===== config.mk =====
export PLATFORM = sky130hd
export DESIGN_NAME = size_class_buffer_pool_governor_core
export DESIGN_NICKNAME = d
export VERILOG_FILES = /design/src/hw/rtl/scbpg_pkg.sv /design/src/hw/rtl/size_class_buffer_pool_governor_core.sv /design/src/hw/rtl/scbpg_front.sv /design/src/hw/rtl/scbpg_queue.sv /design/src/hw/rtl/scbpg_back.sv
export SDC_FILE = /design/constraint.sdc
export NUM_CORES = 2
export LEC_CHECK = 0
export BUFFER_PORTS_ARGS = -buffer_cell sky130_fd_sc_hd__buf_2
export CORE_ASPECT_RATIO = 1.25
export CORE_MARGIN = 4
export CORE_UTILIZATION = 54
export CTS_CLUSTER_SIZE = 12
export DETAILED_ROUTE_END_ITERATION = 8
export PLACE_DENSITY = 0.75
export SETUP_SLACK_MARGIN = 0.1
export SLEW_MARGIN = 20
export SYNTH_ARGS = -nofsm -noshare
export SYNTH_HDL_FRONTEND = slang
export SYNTH_SLANG_ARGS = --single-unit

===== constraint.sdc =====
create_clock -name clock -period 13.53 [get_ports clock]
set_input_delay 0.6765 -clock clock [delete_from_list [all_inputs] [get_ports clock]]
set_output_delay 0.6765 -clock clock [all_outputs]
set_load 0.01 [all_outputs]

===== src/hw/rtl/scbpg_pkg.sv =====
// Shared types and constants for the size-class buffer pool governor.
// Depends on nothing; imported by every RTL module of the block.
package scbpg_pkg;

   localparam int SIZE_W      = 16;
   localparam int CLASS_W     = 3;
   localparam int CSR_IDX_W   = 3;
   localparam int MAX_CLASSES = 8;
   localparam int OUT_LIMITS  = 4;
   localparam int IN_LIMITS   = 2;
   localparam int QUEUE_DEPTH = 2;

   localparam logic [SIZE_W-1:0] TOP_SIZE = 16'hFFFF;

   localparam logic OP_ALLOC = 1'b0;
   localparam logic OP_FREE  = 1'b1;
   localparam logic DIR_OUT  = 1'b0;
   localparam logic DIR_IN   = 1'b1;

   localparam logic [CSR_IDX_W-1:0] CSR_OUT_LIMIT_0 = 3'd0;
   localparam logic [CSR_IDX_W-1:0] CSR_OUT_LIMIT_1 = 3'd1;
   localparam logic [CSR_IDX_W-1:0] CSR_OUT_LIMIT_2 = 3'd2;
   localparam logic [CSR_IDX_W-1:0] CSR_OUT_LIMIT_3 = 3'd3;
   localparam logic [CSR_IDX_W-1:0] CSR_IN_LIMIT_0  = 3'd4;
   localparam logic [CSR_IDX_W-1:0] CSR_IN_LIMIT_1  = 3'd5;

   localparam logic [SIZE_W-1:0] OUT_LIMIT_0_RST = 16'd528;
   localparam logic [SIZE_W-1:0] OUT_LIMIT_1_RST = 16'd1232;
   localparam logic [SIZE_W-1:0] OUT_LIMIT_2_RST = 16'd1452;
   localparam logic [SIZE_W-1:0] OUT_LIMIT_3_RST = 16'd4096;
   localparam logic [SIZE_W-1:0] IN_LIMIT_0_RST  = 16'd576;
   localparam logic [SIZE_W-1:0] IN_LIMIT_1_RST  = 16'd1500;

   // One classified request, as it travels from front to back.
   typedef struct packed {
      logic               operation;
      logic               direction;
      logic               dropped;
      logic [CLASS_W-1:0] class_index;
      logic [SIZE_W-1:0]  class_size;
   } item_type;

endpackage


===== src/hw/rtl/size_class_buffer_pool_governor_core.sv =====
// Size-class buffer pool governor, top level.
// A request beat passes through the queue and then the load/update/sample/shrink sequencer,
//   which takes a new request only after the previous result is registered; the sequencer
//   owns the single-ported per-class counter file.
// Reset: synchronous, active high; clears all class counters, the queue and the result
//   register at once and restores the default size limits; no clearing pass follows.
module size_class_buffer_pool_governor_core
   import scbpg_pkg::*;
#(
   parameter int OUT_CLASSES   = 5,
   parameter int IN_CLASSES    = 3,
   parameter int SAMPLE_PERIOD = 1024,
   parameter int COUNT_BITS    = 16
) (
   input  logic                 clock,
   input  logic                 reset,
   input  logic                 csr_write_enable,
   input  logic [CSR_IDX_W-1:0] csr_index,
   input  logic [SIZE_W-1:0]    csr_write_data,
   input  logic                 req_valid,
   output logic                 req_stall,
   input  logic                 req_operation,
   input  logic                 req_direction,
   input  logic [SIZE_W-1:0]    req_request_size,
   output logic                 rsp_valid,
   input  logic                 rsp_stall,
   output logic [CLASS_W-1:0]   rsp_class_index,
   output logic [SIZE_W-1:0]    rsp_class_size,
   output logic                 rsp_reused,
   output logic                 rsp_refused,
   output logic                 rsp_ignored,
   output logic                 rsp_sampled,
   output logic [SIZE_W-1:0]    rsp_released,
   output logic [SIZE_W-1:0]    rsp_peak_average_now
);

   // Front to queue: classified request beats.
   logic     push_valid;
   logic     push_full;
   item_type push_item;

   // Queue to back.
   logic     pop_valid;
   logic     pop_ready;
   item_type pop_item;

   // Front: hold the limit registers, bin each request into its class and flag
   // zero-size frees. It stalls only when the queue is full.
   scbpg_front #(
      .OUT_CLASSES (OUT_CLASSES),
      .IN_CLASSES  (IN_CLASSES)
   ) u_front (
      .clock            (clock),
      .reset            (reset),
      .csr_write_enable (csr_write_enable),
      .csr_index        (csr_index),
      .csr_write_data   (csr_write_data),
      .req_valid        (req_valid),
      .req_stall        (req_stall),
      .req_operation    (req_operation),
      .req_direction    (req_direction),
      .req_request_size (req_request_size),
      .push_valid       (push_valid),
      .push_full        (push_full),
      .push_item        (push_item)
   );

   // Queue: decouple classification from the counter sequencer so that a stalled
   // result does not block request intake right away.
   scbpg_queue u_queue (
      .clock      (clock),
      .reset      (reset),
      .push_valid (push_valid),
      .push_full  (push_full),
      .push_item  (push_item),
      .pop_valid  (pop_valid),
      .pop_ready  (pop_ready),
      .pop_item   (pop_item)
   );

   // Back: read the class counters, advance them, close the sampling period when
   // due, shrink the pool, write back and present the result beat.
   scbpg_back #(
      .OUT_CLASSES   (OUT_CLASSES),
      .IN_CLASSES    (IN_CLASSES),
      .SAMPLE_PERIOD (SAMPLE_PERIOD),
      .COUNT_BITS    (COUNT_BITS)
   ) u_back (
      .clock                (clock),
      .reset                (reset),
      .queue_valid          (pop_valid),
      .queue_pop            (pop_ready),
      .queue_item           (pop_item),
      .rsp_valid            (rsp_valid),
      .rsp_stall            (rsp_stall),
      .rsp_class_index      (rsp_class_index),
      .rsp_class_size       (rsp_class_size),
      .rsp_reused           (rsp_reused),
      .rsp_refused          (rsp_refused),
      .rsp_ignored          (rsp_ignored),
      .rsp_sampled          (rsp_sampled),
      .rsp_released         (rsp_released),
      .rsp_peak_average_now (rsp_peak_average_now)
   );

endmodule


===== src/hw/rtl/scbpg_front.sv =====
// Front end: size limit registers and request classification.
// Depends on scbpg_pkg.
module scbpg_front
   import scbpg_pkg::*;
#(
   parameter int OUT_CLASSES = 5,
   parameter int IN_CLASSES  = 3
) (
   input  logic                 clock,
   input  logic                 reset,
   input  logic                 csr_write_enable,
   input  logic [CSR_IDX_W-1:0] csr_index,
   input  logic [SIZE_W-1:0]    csr_write_data,
   input  logic                 req_valid,
   output logic                 req_stall,
   input  logic                 req_operation,
   input  logic                 req_direction,
   input  logic [SIZE_W-1:0]    req_request_size,
   output logic                 push_valid,
   input  logic                 push_full,
   output item_type             push_item
);

   localparam logic [3:0] OUT_N = 4'(OUT_CLASSES);
   localparam logic [3:0] IN_N  = 4'(IN_CLASSES);

   logic [SIZE_W-1:0]  out_limit_ff [OUT_LIMITS];
   logic [SIZE_W-1:0]  in_limit_ff  [IN_LIMITS];
   logic [SIZE_W-1:0]  lim          [MAX_CLASSES];
   logic [3:0]         ncls;
   logic [CLASS_W-1:0] idx;
   logic [SIZE_W-1:0]  csize;

   always_ff @(posedge clock) begin
      if (reset) begin
         out_limit_ff[0] <= OUT_LIMIT_0_RST;
         out_limit_ff[1] <= OUT_LIMIT_1_RST;
         out_limit_ff[2] <= OUT_LIMIT_2_RST;
         out_limit_ff[3] <= OUT_LIMIT_3_RST;
         in_limit_ff[0]  <= IN_LIMIT_0_RST;
         in_limit_ff[1]  <= IN_LIMIT_1_RST;
      end else if (csr_write_enable) begin
         unique case (csr_index)
            CSR_OUT_LIMIT_0: out_limit_ff[0] <= csr_write_data;
            CSR_OUT_LIMIT_1: out_limit_ff[1] <= csr_write_data;
            CSR_OUT_LIMIT_2: out_limit_ff[2] <= csr_write_data;
            CSR_OUT_LIMIT_3: out_limit_ff[3] <= csr_write_data;
            CSR_IN_LIMIT_0:  in_limit_ff[0]  <= csr_write_data;
            CSR_IN_LIMIT_1:  in_limit_ff[1]  <= csr_write_data;
            default: ;
         endcase
      end
   end

   // Class = number of family limits the size exceeds; missing limits read as top size.
   always_comb begin
      for (int k = 0; k < MAX_CLASSES; k++) begin
         lim[k] = TOP_SIZE;
      end
      if (req_direction == DIR_OUT) begin
         for (int k = 0; k < OUT_LIMITS; k++) begin
            lim[k] = out_limit_ff[k];
         end
      end else begin
         for (int k = 0; k < IN_LIMITS; k++) begin
            lim[k] = in_limit_ff[k];
         end
      end
      ncls = (req_direction == DIR_OUT) ? OUT_N : IN_N;
      idx  = '0;
      for (int k = 0; k < MAX_CLASSES - 1; k++) begin
         if ((4'(k + 1) < ncls) && (req_request_size > lim[k])) begin
            idx = idx + 3'd1;
         end
      end
      csize = (({1'b0, idx} + 4'd1) < ncls) ? lim[idx] : TOP_SIZE;
   end

   assign req_stall  = push_full;
   assign push_valid = req_valid;

   always_comb begin
      push_item.operation   = req_operation;
      push_item.direction   = req_direction;
      push_item.dropped     = (req_operation == OP_FREE) && (req_request_size == '0);
      push_item.class_index = idx;
      push_item.class_size  = csize;
   end

endmodule


===== src/hw/rtl/scbpg_queue.sv =====
// Short FIFO of classified requests between front and back.
// Depends on scbpg_pkg.
module scbpg_queue
   import scbpg_pkg::*;
(
   input  logic     clock,
   input  logic     reset,
   input  logic     push_valid,
   output logic     push_full,
   input  item_type push_item,
   output logic     pop_valid,
   input  logic     pop_ready,
   output item_type pop_item
);

   localparam int PTR_W = (QUEUE_DEPTH > 1) ? $clog2(QUEUE_DEPTH) : 1;
   localparam int CNT_W = $clog2(QUEUE_DEPTH + 1);
   localparam logic [PTR_W-1:0] LAST_PTR = PTR_W'(QUEUE_DEPTH - 1);
   localparam logic [CNT_W-1:0] FULL_CNT = CNT_W'(QUEUE_DEPTH);

   item_type         entry_ff [QUEUE_DEPTH];
   logic [PTR_W-1:0] wr_ptr_ff;
   logic [PTR_W-1:0] rd_ptr_ff;
   logic [CNT_W-1:0] count_ff;
   logic             do_push;
   logic             do_pop;

   assign push_full = (count_ff == FULL_CNT);
   assign pop_valid = (count_ff != '0);
   assign pop_item  = entry_ff[rd_ptr_ff];
   assign do_push   = push_valid && !push_full;
   assign do_pop    = pop_ready && pop_valid;

   always_ff @(posedge clock) begin
      if (reset) begin
         wr_ptr_ff <= '0;
         rd_ptr_ff <= '0;
         count_ff  <= '0;
      end else begin
         if (do_push) begin
            entry_ff[wr_ptr_ff] <= push_item;
            wr_ptr_ff <= (wr_ptr_ff == LAST_PTR) ? '0 : wr_ptr_ff + PTR_W'(1);
         end
         if (do_pop) begin
            rd_ptr_ff <= (rd_ptr_ff == LAST_PTR) ? '0 : rd_ptr_ff + PTR_W'(1);
         end
         if (do_push && !do_pop) begin
            count_ff <= count_ff + CNT_W'(1);
         end else if (do_pop && !do_push) begin
            count_ff <= count_ff - CNT_W'(1);
         end
      end
   end

endmodule


===== src/hw/rtl/scbpg_back.sv =====
// Back end: per-class counter file, update/sample/shrink sequencer, result register.
// Depends on scbpg_pkg.
module scbpg_back
   import scbpg_pkg::*;
#(
   parameter int OUT_CLASSES   = 5,
   parameter int IN_CLASSES    = 3,
   parameter int SAMPLE_PERIOD = 1024,
   parameter int COUNT_BITS    = 16
) (
   input  logic               clock,
   input  logic               reset,
   input  logic               queue_valid,
   output logic               queue_pop,
   input  item_type           queue_item,
   output logic               rsp_valid,
   input  logic               rsp_stall,
   output logic [CLASS_W-1:0] rsp_class_index,
   output logic [SIZE_W-1:0]  rsp_class_size,
   output logic               rsp_reused,
   output logic               rsp_refused,
   output logic               rsp_ignored,
   output logic               rsp_sampled,
   output logic [SIZE_W-1:0]  rsp_released,
   output logic [SIZE_W-1:0]  rsp_peak_average_now
);

   localparam int NUM    = OUT_CLASSES + IN_CLASSES;
   localparam int ID_W   = $clog2(NUM);
   localparam int CALL_W = $clog2(SAMPLE_PERIOD + 1);
   localparam int CB     = COUNT_BITS;
   localparam logic [CALL_W-1:0] PERIOD_C    = CALL_W'(SAMPLE_PERIOD);
   localparam logic [CB-1:0]     COUNT_MAX_C = '1;
   localparam logic [ID_W-1:0]   IN_BASE     = ID_W'(OUT_CLASSES);

   typedef enum logic [1:0] {ST_IDLE, ST_UPDATE, ST_SAMPLE, ST_SHRINK} state_type;

   state_type          state_ff;
   logic [CALL_W-1:0]  call_ff   [NUM];
   logic [CB-1:0]      in_use_ff [NUM];
   logic [CB-1:0]      owned_ff  [NUM];
   logic [CB-1:0]      peak_ff   [NUM];
   logic [CB-1:0]      avg_ff    [NUM];
   logic [CB-1:0]      spread_ff [NUM];

   item_type           item_ff;
   logic [ID_W-1:0]    id_ff;
   logic [CALL_W-1:0]  w_call_ff;
   logic [CB-1:0]      w_in_use_ff;
   logic [CB-1:0]      w_owned_ff;
   logic [CB-1:0]      w_peak_ff;
   logic [CB-1:0]      w_avg_ff;
   logic [CB-1:0]      w_spread_ff;
   logic               reused_ff;
   logic               refused_ff;
   logic               sampled_ff;

   logic               rsp_valid_ff;
   logic [CLASS_W-1:0] rsp_class_index_ff;
   logic [SIZE_W-1:0]  rsp_class_size_ff;
   logic               rsp_reused_ff;
   logic               rsp_refused_ff;
   logic               rsp_ignored_ff;
   logic               rsp_sampled_ff;
   logic [SIZE_W-1:0]  rsp_released_ff;
   logic [SIZE_W-1:0]  rsp_peak_average_now_ff;

   logic [ID_W-1:0]    id_in;
   logic               reused_in;
   logic               refused_in;
   logic               sampled_in;
   logic [CALL_W-1:0]  call_in;
   logic [CB-1:0]      in_use_in;
   logic [CB-1:0]      owned_in;
   logic [CB-1:0]      peak_in;
   logic [CB-1:0]      diff;
   logic [CB-1:0]      avg_in;
   logic [CB-1:0]      spread_in;
   logic               shrink_go;
   logic [CB-1:0]      want;
   logic [CB-1:0]      avail;
   logic [CB-1:0]      rel;
   logic [CB-1:0]      owned_final;
   logic [31:0]        rel_wide;
   logic [31:0]        avg_wide;
   logic               out_free;

   assign id_in = (queue_item.direction == DIR_IN) ? IN_BASE + ID_W'(queue_item.class_index)
                                                   : ID_W'(queue_item.class_index);
   assign queue_pop = (state_ff == ST_IDLE) && queue_valid;
   assign out_free  = !rsp_valid_ff || !rsp_stall;

   // Counter update for one call.
   always_comb begin
      reused_in  = 1'b0;
      refused_in = 1'b0;
      owned_in   = w_owned_ff;
      in_use_in  = w_in_use_ff;
      call_in    = w_call_ff;
      peak_in    = w_peak_ff;
      if (item_ff.operation == OP_ALLOC) begin
         priority if (w_owned_ff > w_in_use_ff) begin
            reused_in = 1'b1;
         end else if (w_owned_ff == COUNT_MAX_C) begin
            refused_in = 1'b1;
         end else begin
            owned_in = w_owned_ff + CB'(1);
         end
         if (!refused_in) begin
            in_use_in = w_in_use_ff + CB'(1);
            call_in   = w_call_ff + CALL_W'(1);
            if (in_use_in > w_peak_ff) begin
               peak_in = in_use_in;
            end
         end
      end else if (!item_ff.dropped) begin
         if (w_in_use_ff != '0) begin
            in_use_in = w_in_use_ff - CB'(1);
         end
         call_in = w_call_ff + CALL_W'(1);
      end
      sampled_in = !refused_in && !item_ff.dropped && (call_in >= PERIOD_C);
   end

   // Moving average (gain 1/8) and spread (gain 1/4) of the period peak.
   always_comb begin
      diff = (w_avg_ff > w_peak_ff) ? w_avg_ff - w_peak_ff : w_peak_ff - w_avg_ff;
      if (w_avg_ff != '0) begin
         avg_in    = w_avg_ff - (w_avg_ff >> 3) + (w_peak_ff >> 3);
         spread_in = w_spread_ff - (w_spread_ff >> 2) + (diff >> 2);
      end else begin
         avg_in    = w_peak_ff;
         spread_in = w_peak_ff >> 1;
      end
   end

   // On a period close with owned above 4x the average, free buffers down to half owned.
   always_comb begin
      shrink_go   = sampled_ff && ({2'b00, w_owned_ff} > {w_avg_ff, 2'b00});
      want        = w_owned_ff - (w_owned_ff >> 1);
      avail       = w_owned_ff - w_in_use_ff;
      rel         = shrink_go ? ((want < avail) ? want : avail) : '0;
      owned_final = w_owned_ff - rel;
      rel_wide    = 32'(rel);
      avg_wide    = 32'(w_avg_ff);
   end

   always_ff @(posedge clock) begin
      if (reset) begin
         state_ff     <= ST_IDLE;
         rsp_valid_ff <= 1'b0;
         for (int i = 0; i < NUM; i++) begin
            call_ff[i]   <= '0;
            in_use_ff[i] <= '0;
            owned_ff[i]  <= '0;
            peak_ff[i]   <= '0;
            avg_ff[i]    <= '0;
            spread_ff[i] <= '0;
         end
      end else begin
         // Drop the result beat once taken, unless the shrink step refills it now.
         if (rsp_valid_ff && !rsp_stall && (state_ff != ST_SHRINK)) begin
            rsp_valid_ff <= 1'b0;
         end
         unique case (state_ff)
            ST_IDLE: begin
               if (queue_valid) begin
                  item_ff     <= queue_item;
                  id_ff       <= id_in;
                  w_call_ff   <= call_ff[id_in];
                  w_in_use_ff <= in_use_ff[id_in];
                  w_owned_ff  <= owned_ff[id_in];
                  w_peak_ff   <= peak_ff[id_in];
                  w_avg_ff    <= avg_ff[id_in];
                  w_spread_ff <= spread_ff[id_in];
                  state_ff    <= ST_UPDATE;
               end
            end
            ST_UPDATE: begin
               w_call_ff   <= call_in;
               w_in_use_ff <= in_use_in;
               w_owned_ff  <= owned_in;
               w_peak_ff   <= peak_in;
               reused_ff   <= reused_in;
               refused_ff  <= refused_in;
               sampled_ff  <= sampled_in;
               state_ff    <= ST_SAMPLE;
            end
            ST_SAMPLE: begin
               if (sampled_ff) begin
                  w_avg_ff    <= avg_in;
                  w_spread_ff <= spread_in;
                  w_call_ff   <= '0;
                  w_peak_ff   <= w_in_use_ff;
               end
               state_ff <= ST_SHRINK;
            end
            ST_SHRINK: begin
               if (out_free) begin
                  call_ff[id_ff]          <= w_call_ff;
                  in_use_ff[id_ff]        <= w_in_use_ff;
                  owned_ff[id_ff]         <= owned_final;
                  peak_ff[id_ff]          <= w_peak_ff;
                  avg_ff[id_ff]           <= w_avg_ff;
                  spread_ff[id_ff]        <= w_spread_ff;
                  rsp_valid_ff            <= 1'b1;
                  rsp_class_index_ff      <= item_ff.class_index;
                  rsp_class_size_ff       <= item_ff.class_size;
                  rsp_reused_ff           <= reused_ff;
                  rsp_refused_ff          <= refused_ff;
                  rsp_ignored_ff          <= item_ff.dropped;
                  rsp_sampled_ff          <= sampled_ff;
                  rsp_released_ff         <= rel_wide[SIZE_W-1:0];
                  rsp_peak_average_now_ff <= avg_wide[SIZE_W-1:0];
                  state_ff                <= ST_IDLE;
               end
            end
            default: state_ff <= ST_IDLE;
         endcase
      end
   end

   assign rsp_valid            = rsp_valid_ff;
   assign rsp_class_index      = rsp_class_index_ff;
   assign rsp_class_size       = rsp_class_size_ff;
   assign rsp_reused           = rsp_reused_ff;
   assign rsp_refused          = rsp_refused_ff;
   assign rsp_ignored          = rsp_ignored_ff;
   assign rsp_sampled          = rsp_sampled_ff;
   assign rsp_released         = rsp_released_ff;
   assign rsp_peak_average_now = rsp_peak_average_now_ff;

endmodule


==> results.md <==
- Across every metal layer, demand over resource in global routing totals 0.264.
- The sum of net half-perimeters after detailed placement is 72.2 mm.
- For the worst setup path, the data required time is 13.93 ns.
- The type of destination of the critical path is a register.
- For the finished layout, the period the worst path requires is 7.48 ns.
- Yosys mapped the design onto 89 distinct sky130hd cell types.
- The slew of the pin with the lowest slew margin is 1.15 ns.
- The maximum number of pins on one net before global-route repair is 133.
- The number of endpoints failing setup at the final stage is 0.
- The run finished with clean final reports.
- The die footprint is 0.0895 mm2.
- STA classifies the critical path startpoint as a register.
- The power density relative to cell area is 231 mW/mm2.
- The total leakage power is 0.0190 uW.
- Clock latency on the worst-skew pair, taken at its later pin, is 0.68 ns.
- TritonCTS created 92 clock buffers.
- The proportion of layout cells with a drive suffix above 1 is 0.146.
- Measured on the finished design, the core utilization comes to 0.596.
- A synthesized cell averages 13.1 um2.
- Adding up every negative setup slack in the final design gives 0 ns.
- Among all stages on the critical path, the largest delay is contributed by o31a_1.
- After clock tree synthesis, the clock-pin slew on the worst setup and hold paths is 0.06 ns.
- The congestion estimate from routability-driven global placement came to 0.940.
- The top fanout value on the critical path is 15.
- The arrival time at the worst endpoint is 7.88 ns.
- The final routed wirelength across all metal layers is 118 mm.
- In the synthesized netlist the dominant register cell turns out to be edfxtp_1.
- The maximum operating frequency is 134 MHz.
- The detailed-route wire length per cell is 25.3 um.
- The tree built by TritonCTS fans out to 905 sinks.
- The via count of the first global-routing pass is 30078.
- The maximum cell stage delay along the critical path is 0.61 ns.
- Pin placement for this block handled 99 I/O pins.
- The starting utilization of the core area is 0.544.
- The first global-routing pass estimated 180 mm of wire.
- Summing over every cut layer, the via total after detailed routing is 29438.
- The final antenna-violating net count is 0.
- The internal power consumption is 6870 uW.
- The number of synthesis warnings is 0.
- The count of hold buffers inserted by post-cts repair is 0.
- Of the total power, the clock network draws 0.205.
- The count of flip-flops with a built-in enable after synthesis is 897.
- The logic gate share of total power is 0.466.
- The number of buffers added on ports is 98.
- The clock tree buffer depth is 3.
- The first routing iteration left 2895 violations.
- The first detailed-routing pass ran for 6 iterations.
- The type of the tightest min-delay check is input port to register.
- The critical path is of the register to register type.
- Post-CTS timing repair inserted 0 buffers for setup.
- The remaining routing DRC violations is 0.
- The final worst clock skew is 0.0282 ns.
- The initialized floorplan defines 119 standard-cell rows.
- The synthesis-stage register bit count is 905.
- The share of synthesized flip-flops with an asynchronous set or reset is 0.
- The final global-route overflow total is 0.
- The number of placed instances, taps included, is 4527.
- The share of power burned in registers is 0.329.
- The die is 333 um tall.
- The die width is 268 um.
- Setup repair after global routing left no endpoint under its margin.
- The core region is 0.0841 mm2.
- The number of instances in the synthesized netlist is 3494.
- The number of max-cap violations is 0.
- The largest voltage drop on the vdd net is 256 uV.
- The post-cts repair resize count is 0.
- The top cell types in the final layout, fill and taps aside, are edfxtp_1 (897), nor2_1 (620), ha_1 (201).
- Excluding fillers, the count of instances in the completed layout stands at 4677.
- Leaving out fill and tap cells, the most frequent cell in the layout is edfxtp_1.
- The final layout contains 3793 nets.
- The number of H-tree branching levels is 3.
- When the netlist entered floorplanning its net count stood at 3755.
- The synthesis-to-finish area growth is 9.64%.
- Of the available clock period, the critical path in the final layout requires 0.553.
- The final number of max-transition violations is 0.
- The fraction of the yosys area taken by sequential cells is 0.592.
- The critical path goes through inv_1 > ha_1 > a21o_1 > a21oi_1 > nor2_1 > o311ai_0 > a21boi_0 > a311oi_1 > ha_1 > a21o_1 > a21oi_1 > o31a_1 > a21oi_1 > or2_2 > ha_1 > o21a_1 > o31a_1 > o41a_1 > a41oi_2 > a211oi_1 > o311a_1 > a2111oi_4 > nor3_1.
- In this run the clock root is driven by a clkbuf_16.
- Of the total power, the share spent switching nets is 0.408.
- The mapped cell area is 0.0458 mm2.
- The normalized max-slew margin is 0.236.
- TritonCTS built the clock tree.
- The area of all placed cells without fillers is 0.0502 mm2.
- Summed over all nets, the switching power comes to 4730 uW.
- The number of antenna violations at the first check in global routing was 2.
- The number of vias per cell is 6.29.
- The final hold violation count is 0.
- In this run the cell area measured after placement is 0.0474 mm2.
[cells by family (layout without fill, tap and decap cells)]
family | after synthesis | after routing | share of synthesized area
xor gates and xnor gates | 95 | 95 | 0.0185
and+or+nand+nor | 1221 | 1221 | 0.125
DFF | 905 | 905 | 0.592
AOI/OAI and AO/OA | 434 | 434 | 0.0635
adders and majority gates | 219 | 219 | 0.0625
muxes | 291 | 291 | 0.110
buffers and inverters | 329 | 421 | 0.0284
other | 0 | 2 | 0
[layout make-up]
cell class | instances | area (um2)
Fill cell | 6441 | 34000
Inverter | 128 | 480
Timing Repair Buffer | 145 | 868
Multi-Input combinational cell | 2260 | 17600
Sequential cell | 905 | 27100
Tap cell | 1089 | 1360
Clock buffer | 124 | 2510
Clock inverter | 24 | 209
Antenna cell | 2 | 5.00
[worst max-delay path: cells and delay by family (launching register included)]
kind,cells,cell delay (ns)
buffers and inverters,1,0.35
flip-flops,1,0.52
AND/OR/NAND/NOR,3,0.50
AO/OA/AOI/OAI,16,4.81
adder cells (fa/ha/maj),3,1.02
[routing by layer]
| metal | up-vias | track usage | part of all wire |
|---|---|---|---|
| li1 | 13034 | - | - |
| met1 | 14826 | 0.327 | 0.37 |
| met2 | 1309 | 0.466 | 0.52 |
| met3 | 267 | 0.0434 | 0.075 |
| met4 | 2 | 0.102 | 0.036 |
| met5 | - | 0 | 0.00011 |
[flip-flops by register name, indices dropped and copies added (netlist names), 2 cells and up, named ones only]
signal	cells
u_back.avg_ff	128
u_back.call_ff	88
u_back.id_ff	3
u_back.in_use_ff	128
u_back.item_ff	21
u_back.owned_ff	128
u_back.peak_ff	128
u_back.rsp_class_index	3
u_back.rsp_class_size	16
u_back.rsp_peak_average_now	16
u_back.rsp_released	16
u_back.state_ff	2
u_back.w_avg_ff	16
u_back.w_call_ff	11
u_back.w_in_use_ff	16
u_back.w_owned_ff	16
u_back.w_peak_ff	16
u_front.in_limit_ff	32
u_front.out_limit_ff	64
u_queue.count_ff	2
u_queue.entry_ff	44
[cell usage after synthesis (43+ instances only)]
library cell	n	area, um2
edfxtp_1	897	26900
nor2_1	624	2340
ha_1	203	2540
clkbuf_1	161	604
mux4_2	161	3630
nand2_1	126	473
and2_1	121	757
o21ai_0	117	586
a21oi_1	101	505
mux2i_1	101	1010
inv_1	93	349
and3_1	70	438
xnor2_1	65	569
nor3_1	49	245
nor2b_1	47	294
nand3_1	43	215
[path summary, 6_finish.rpt]
kind | start | end | slack [ns] | cells after the start
worst min register to register | u_back.item_ff[3]$_DFFE_PP_ | u_back.rsp_class_size[3]$_DFFE_PP_ | 0.40 | 0
worst max-delay path | u_back.w_in_use_ff[5]$_DFFE_PP_ | u_back.owned_ff[1][15]$_SDFFCE_PN0P_ | 6.05 | 23
worst min-delay path | req_operation | u_queue.entry_ff[1][21]$_DFFE_PP_ | 0.28 | 1
worst max register to register | u_back.w_in_use_ff[5]$_DFFE_PP_ | u_back.owned_ff[1][15]$_SDFFCE_PN0P_ | 6.05 | 23
[power groups by stage]
stage	clock [uW]	combinational, uW	sequential (uW)
4_1_cts	2410	5370	3810
6_report	2380	5400	3820
3_5_place_dp	0	5330	3870
3_3_place_gp	0	5250	3860
5_1_grt	2520	5950	3850
2_1_floorplan	0	4040	3700
[stage by stage]
stage | hold slack [ns] | power [uW] | setup WS, ns
after CTS | 0.237 | 11600 | 6.15
after global routing | 0.251 | 12300 | 5.62
after global placement | 0.401 | 9110 | 6.35
after detailed placement | 0.405 | 9190 | 6.18
final | 0.276 | 11600 | 6.05
after floorplan | 0.400 | 7740 | 5.38
Power figures use the tool's default switching activity.
